<file path="src/sv/pfla_pkg.sv">
// shared types, codes and constants of the page free list allocator
`default_nettype none

package pfla_pkg;

  // pages held in the link memory and width of a page number
  localparam int unsigned Pages = 4096;
  localparam int unsigned PageW = 12;
  // width of a configuration register
  localparam int unsigned CfgW = 13;

  // operation codes on the input stream
  typedef enum logic [1:0] {
    OP_ALLOC   = 2'd0,
    OP_FREE    = 2'd1,
    OP_REBUILD = 2'd2
  } op_e;

  // result status codes
  typedef enum logic [2:0] {
    ST_OK      = 3'd0,
    ST_EMPTY   = 3'd1,
    ST_IN_USE  = 3'd2,
    ST_ALREADY = 3'd3,
    ST_BAD     = 3'd4
  } status_e;

  // register indexes on the configuration port
  typedef enum logic [1:0] {
    REG_PAGE_COUNT = 2'd0,
    REG_BASE_LIMIT = 2'd1,
    REG_KERNEL_END = 2'd2
  } reg_e;

  // work kinds handed from the front to the back
  typedef enum logic [1:0] {
    CMD_ALLOC   = 2'd0,
    CMD_FREE    = 2'd1,
    CMD_REBUILD = 2'd2,
    CMD_REPORT  = 2'd3
  } cmd_e;

  typedef struct packed {
    logic [CfgW-1:0] page_count;
    logic [CfgW-1:0] base_free_limit;
    logic [CfgW-1:0] kernel_end_page;
  } cfg_t;

  // classified command; status is only meaningful for a report
  typedef struct packed {
    cmd_e             kind;
    logic [PageW-1:0] page;
    status_e          status;
  } cmd_t;

  // one link memory word per page
  typedef struct packed {
    logic             on_list;
    logic             link_valid;
    logic [PageW-1:0] next;
  } entry_t;

  // page count clamped to the memory depth
  function automatic logic [CfgW-1:0] live_pages(cfg_t cfg);
    logic [CfgW-1:0] lim;
    lim = CfgW'(Pages);
    return (cfg.page_count < lim) ? cfg.page_count : lim;
  endfunction

endpackage

`default_nettype wire

</file>
<file path="src/sv/pfla_front.sv">
// front end: input transfer, command classification and a two-entry command queue
`default_nettype none

module pfla_front (
  input  wire logic            clk_i,
  input  wire logic            rst_ni,
  input  wire pfla_pkg::cfg_t  cfg_i,
  input  wire logic            hold_i,
  input  wire logic            s_tvalid_i,
  output logic                 s_tready_o,
  // tdata: operation[1:0], page_index[13:2], page_referenced[14], zero[15]
  input  wire logic [15:0]     s_tdata_i,
  output logic                 q_valid_o,
  output pfla_pkg::cmd_t       q_cmd_o,
  input  wire logic            q_pop_i
);
  import pfla_pkg::*;

  op_e              op;
  logic [PageW-1:0] idx;
  logic             referenced;
  cmd_t             cmd;
  logic             push;

  cmd_t       item_q [2];
  logic       wr_ptr_q, wr_ptr_d;
  logic       rd_ptr_q, rd_ptr_d;
  logic [1:0] count_q, count_d;

  assign op         = op_e'(s_tdata_i[1:0]);
  assign idx        = s_tdata_i[13:2];
  assign referenced = s_tdata_i[14];

  // classify: checks that need no list state are settled here
  always_comb begin
    cmd = '{kind: CMD_REPORT, page: idx, status: ST_OK};
    case (op)
      OP_ALLOC: begin
        cmd.kind = CMD_ALLOC;
      end
      OP_FREE: begin
        if ({1'b0, idx} >= live_pages(cfg_i)) begin
          cmd.status = ST_BAD;
        end else if (referenced) begin
          cmd.status = ST_IN_USE;
        end else begin
          cmd.kind = CMD_FREE;
        end
      end
      OP_REBUILD: begin
        cmd.kind = CMD_REBUILD;
      end
      default: begin
        cmd.kind = CMD_REPORT;
      end
    endcase
  end

  // queue control
  assign s_tready_o = (count_q != 2'd2) && !hold_i;
  assign push       = s_tvalid_i && s_tready_o;
  assign q_valid_o  = (count_q != 2'd0);
  assign q_cmd_o    = item_q[rd_ptr_q];

  always_comb begin
    wr_ptr_d = push    ? ~wr_ptr_q : wr_ptr_q;
    rd_ptr_d = q_pop_i ? ~rd_ptr_q : rd_ptr_q;
    count_d  = count_q + {1'b0, push} - {1'b0, q_pop_i};
  end

  always_ff @(posedge clk_i or negedge rst_ni) begin
    if (!rst_ni) begin
      wr_ptr_q <= 1'b0;
      rd_ptr_q <= 1'b0;
      count_q  <= 2'd0;
    end else begin
      wr_ptr_q <= wr_ptr_d;
      rd_ptr_q <= rd_ptr_d;
      count_q  <= count_d;
    end
  end

  // queue storage
  always_ff @(posedge clk_i) begin
    if (push) begin
      item_q[wr_ptr_q] <= cmd;
    end
  end

endmodule

`default_nettype wire

</file>
<file path="config.mk">
export PLATFORM = sky130hd
export DESIGN_NAME = pfla_front
export DESIGN_NICKNAME = d
export VERILOG_FILES = /design/src/sv/pfla_pkg.sv /design/src/sv/pfla_front.sv
export SDC_FILE = /design/constraint.sdc
export NUM_CORES = 1
export LEC_CHECK = 0
export ABC_AREA = 1
export BUFFER_PORTS_ARGS = -buffer_cell sky130_fd_sc_hd__buf_4
export CORE_UTILIZATION = 40
export DETAILED_ROUTE_END_ITERATION = 10
export GPL_TIMING_DRIVEN = 0
export PLACE_DENSITY = 0.75
export SETUP_SLACK_MARGIN = 0.2
export SKIP_CTS_REPAIR_TIMING = 1
export SYNTH_ARGS = -nofsm -noshare
export SYNTH_HDL_FRONTEND = slang
export SYNTH_SLANG_ARGS = --single-unit
</file>
<file path="constraint.sdc">
create_clock -name clk_i -period 2.16 [get_ports clk_i]
set_input_delay 0.216 -clock clk_i [delete_from_list [all_inputs] [get_ports clk_i]]
set_output_delay 0.216 -clock clk_i [all_outputs]
set_load 0.03 [all_outputs]
</file>
Yosys cells after proc, flatten, opt, wreduce, memory -nomap -nowiden

Memories as Yosys holds them, arrays and structs flattened.
Cells that the tools add are included.

Memories: 1
Logic and storage cells: 27
Register bits after elaboration: 4
Memory bits (read-only): 0
Latch bits: 0
Memory bits (writable): 34
Output and inout port bits: 19
Input port bits: 60

Shifts and indexed selects: 0
Multipliers: 0
Divide/modulo/power cells: 0
Bitwise logic cells: 2
Reductions and logical operators: 5
Multiplexer cells: 9
$add $sub $neg: 2
Order comparisons: 2
Eq/ne operators: 3

Memories:

| memory | words | bits a word | read ports | clocked after memory_dff | write ports | line             | source |
|---|---|---|---|---|---|---|---|
| item_q | 2     | 17          | 1          | 0                        | 1           | pfla_front.sv:25 | `cmd_t item_q [2];` |

Operator list:

| cell                   | number |
|---|---|
| $ge A12 B13 Y1         | 1 |
| $lt A13 B13 Y1 const B | 1 |
| $mux W13               | 1 |
| $mux W2                | 3 |
| $mux W3                | 2 |
| $pmux W2 S3            | 1 |
| $add A2 B1 Y2          | 1 |
| $eq A2 B1 Y1 const B   | 1 |
| $eq A2 B2 Y1 const B   | 1 |
| $logic_and A1 B1 Y1    | 2 |
| $logic_not A2 Y1       | 1 |
| $mux W1                | 2 |
| $ne A2 B2 Y1 const B   | 1 |
| $not A1 Y1             | 2 |
| $reduce_bool A2 Y1     | 1 |
| $sub A2 B1 Y2          | 1 |
| $logic_not A1 Y1       | 1 |

Logic depth before layout (Yosys ltp)

Depth in word-level cells: 5
Mapped depth: 12
Depth with buffers taken out: 11

Worst setup path before layout

OpenSTA, ideal clock, no wires.

Path kind: register -> register
Start: register count_q[1]
End: memory item_q[0][10] (netlist name) (enable)
Arrival: 1.910 ns
Clock period less this slack: 2.298 ns
Data required time: 1.772 ns
Setup time: 0.388 ns
Buffers on the path: 0
Cell stages (with the launch flop): 4
Path slack: -0.138 ns
Cells stage by stage: dfrtp_1 > a21oi_1 > nand2_1 > nor2_1

Cells in the longest elaborated chain, start to end: 5

RTL lines:

| element                       | line             | source |
|---|---|---|
| start: declaration            | pfla_front.sv:28 | `logic [1:0] count_q, count_d;` |
| start signal: assignment      | pfla_front.sv:79 | `count_q <= count_d;` |
| $ne A2 B2 Y1                  | pfla_front.sv:60 | `assign s_tready_o = (count_q != 2'd2) && !hold_i;` |
| $logic_and A1 B1 Y1           | pfla_front.sv:60 |  |
| net s_tready_o                | pfla_front.sv:10 | `output logic s_tready_o,` |
| $logic_and A1 B1 Y1           | pfla_front.sv:61 | `assign push = s_tvalid_i && s_tready_o;` |
| $mux W1                       | pfla_front.sv:85 | `if (push) begin` |
| $mux W1 (not written as such) | pfla_front.sv:86 | `item_q[wr_ptr_q] <= cmd;` |
| end: declaration              | pfla_front.sv:25 |  |

The timed path passes the listed nets, and every way through them passes these cells.

Worst setup path in the final report

Start: register count_q[1]
End: memory item_q[1][11] (netlist name) (enable)

Cells in the longest elaborated chain, start to end: 5

RTL lines:

| element                       | line |
|---|---|
| $ne A2 B2 Y1                  | pfla_front.sv:60 |
| $logic_and A1 B1 Y1           | pfla_front.sv:60 |
| $logic_and A1 B1 Y1           | pfla_front.sv:61 |
| $mux W1                       | pfla_front.sv:85 |
| $mux W1 (not written as such) | pfla_front.sv:86 |

No other way between the ends.

==> metrics.md <==
| Metric | Value |
|---|---|
| TritonCTS clock tree | built |
| Skew-Pair Late Insertion Delay | 0.29 ns |
| Avg WL per Cell | 12.2 um |
| CP required | 2.08 ns |
| R2R Setup Slk | 0.35 ns |
| Fillers | 369 |
| P per Cell Area | 1000 nW/um2 |
| Commonest non-fill, non-tap cell in the layout | buf_4 |
| Worst vdd ir | 0.315 mV |
| Yosys reg bits | 36 |
| CP Data Arrival Time | 1.73 ns |
| Skew final | 0.00420 ns |
| Die Height | 68.7 um |
| Layout area overhead | 29.8% |
| IO Pins | 79 |
| Crit path kind | reg2reg |
| Synthesized area per cell | 12.1 um2 |
| Via-to-Cell Ratio | 4.78 |
| Yosys warning total | 0 |
| Final setup fails | 0 |
| Post-DP HPWL | 2370 um |
| Core Area | 4140 um2 |
| CTS clk-pin slew, worst paths | 0.06 ns |
| Remaining antenna violation count | 0 |
| Final setup TNS | 0 ns |
| Min cycle time layout | 1.81 ns |
| EDFF count, synth | 32 |
| Total power | 2.32 mW |
| F_max | 0.553 GHz |
| Final Slew Violations | 0 |
| CP Max Fanout | 16 |
| Buffers on Ports | 50 |
| Clock buffer count from CTS | 5 |
| Synth Flop Type | edfxtp_1 |
| Most frequent cells in the layout | 52 x buf_4, 32 x edfxtp_1, 31 x nand2_1, 16 x mux2_2 |
| Max_slew headroom | 43.6% |
| Initial drt markers | 76 |
| Vias in the first global route | 1058 |
| Final core occ | 55.8% |
| Final hold viol count | 0 |
| Drt total wl | 3100 um |
| Sequential-to-total area share from yosys stat | 59.6% |
| Post-synth cell types | 22 |
| Worst Max-Slew Pin Slew | 0.845 ns |
| DRC | 0 |
| Syn_nets | 221 |
| Multi-input gate area | 642 um2 |
| CTS max path bufs | 2 |
| Syn Inst Count | 147 |
| # rows | 23 |
| Worst min path class | in2reg |
| RePlAce Congestion | 0.747 |
| First-pass detailed-route iteration total | 4 |
| Clk sinks | 36 |
| Fin area | 2310 um2 |
| RSZ-0062 raised after global routing | true |
| Share of cells above drive strength 1 | 40.0% |
| Crit start category | flip-flop |
| FF+latch area | 1060 um2 |
| Die X | 68.7 um |
| Via count | 1219 |
| Critical path endpoint category | flip-flop |
| Initial antenna violation count | 0 |
| Status | complete, no violations |
| Max-cap viol count | 0 |
| Total track usage | 14.2% |
| H-tree levels | 2 |
| Starting density of the core | 43.0% |
| Post-Syn Area | 1780 um2 |
| Dpl cell area | 2220 um2 |
| DIE AREA | 4730 um2 |
| Largest net degree at the start of global routing | 17 |
| Fin crit share | 83.8% |
| Layout net count | 279 |
| Clk root buf | clkbuf_8 |
| Static Leak | 1.02 nW |
| Antenna diodes | 0 |
| Synth async-reset ratio | 11.1% |
| GR Overflow Total | 0 |
| First-pass GRT wire length | 4580 um |
## synth_stat cells, drive strengths merged, types with 2 or more instances
library cell   n  area [um2]
xnor2          2        17.5
inv           15        56.3
nor2          10        40.0
nand2         31         116
edfxtp        32         961
a21oi          5        25.0
nand3          5        25.0
ha            14         175
buf            3        20.0
dfrtp          4         100
xor2           2        17.5
mux2          16         180
clkbuf         2        7.51
## logic make-up (layout without fill, tap and decap cells)
group	count (synthesis)	after routing	synth area share [%]
AND/OR/NAND/NOR	49	49	11.2
AO/OA/AOI/OAI	7	7	2.46
XOR/XNOR	4	4	1.97
other	1	1	0.210
multiplexers	16	16	10.1
buffers and inverters	20	78	4.70
adder cells (fa/ha/maj)	14	14	9.83
flip-flops	36	36	59.6
## metrics by stage
step	hold WS [ns]	instances	setup slack [ns]
finish	0.110	255	0.350
CTS	-0.292	254	0.318
floorplan	-0.0796	147	0.0854
detailed placement	0.0144	247	0.0402
global route	0.104	255	0.191
global placement	0.0147	247	0.0920
## critical path, stage by stage, from the launching register on
cell and delay (ns):
dfrtp_1 0.40, a21oi_1 0.19, nand2_1 0.16, nor2_2 0.68
## layer usage
layer | up-vias | track usage, % | share of wire (%)
met5 | - | 0 | 0
met4 | 0 | 7.65 | 2.4
met3 | 6 | 4.77 | 6.0
met2 | 40 | 24.0 | 48
met1 | 561 | 15.6 | 44
li1 | 612 | - | -
## cell type report
type,count,share of cell area [%]
repair buffers,51,16.7
clock buffers,6,3.14
plain buffers,5,1.24
clock inverters,1,0.216
well taps,50,2.70
multi-input cells,91,27.7
inverters,15,2.43
flip-flops and latches,36,45.9
## registers in the layout (all words and copies together), names as in the netlist
register  flops
item_q       32
count_q       2
wr_ptr_q      1
rd_ptr_q      1
## final timing paths
path | from | to | cells after the start
worst max-delay path | count_q[1]$_DFF_PN0_ | item_q[1][11]$_DFFE_PP_ | 3
worst min-delay path | q_pop_i | rd_ptr_q$_DFFE_PN0P_ | 2
worst max register to register | count_q[1]$_DFF_PN0_ | item_q[1][11]$_DFFE_PP_ | 3
worst min register to register | wr_ptr_q$_DFFE_PN0P_ | wr_ptr_q$_DFFE_PN0P_ | 2
max in group asynchronous | rst_ni | wr_ptr_q$_DFFE_PN0P_ | 2
min in group asynchronous | rst_ni | rd_ptr_q$_DFFE_PN0P_ | 2
## where the power goes
| group | internal (mW) | switching [mW] |
|---|---|---|
| Clock | 0.219 | 0.219 |
| Combinational | 0.414 | 0.548 |
| Sequential | 0.885 | 0.0349 |
No activity file was read; power rests on OpenSTA's default activity.
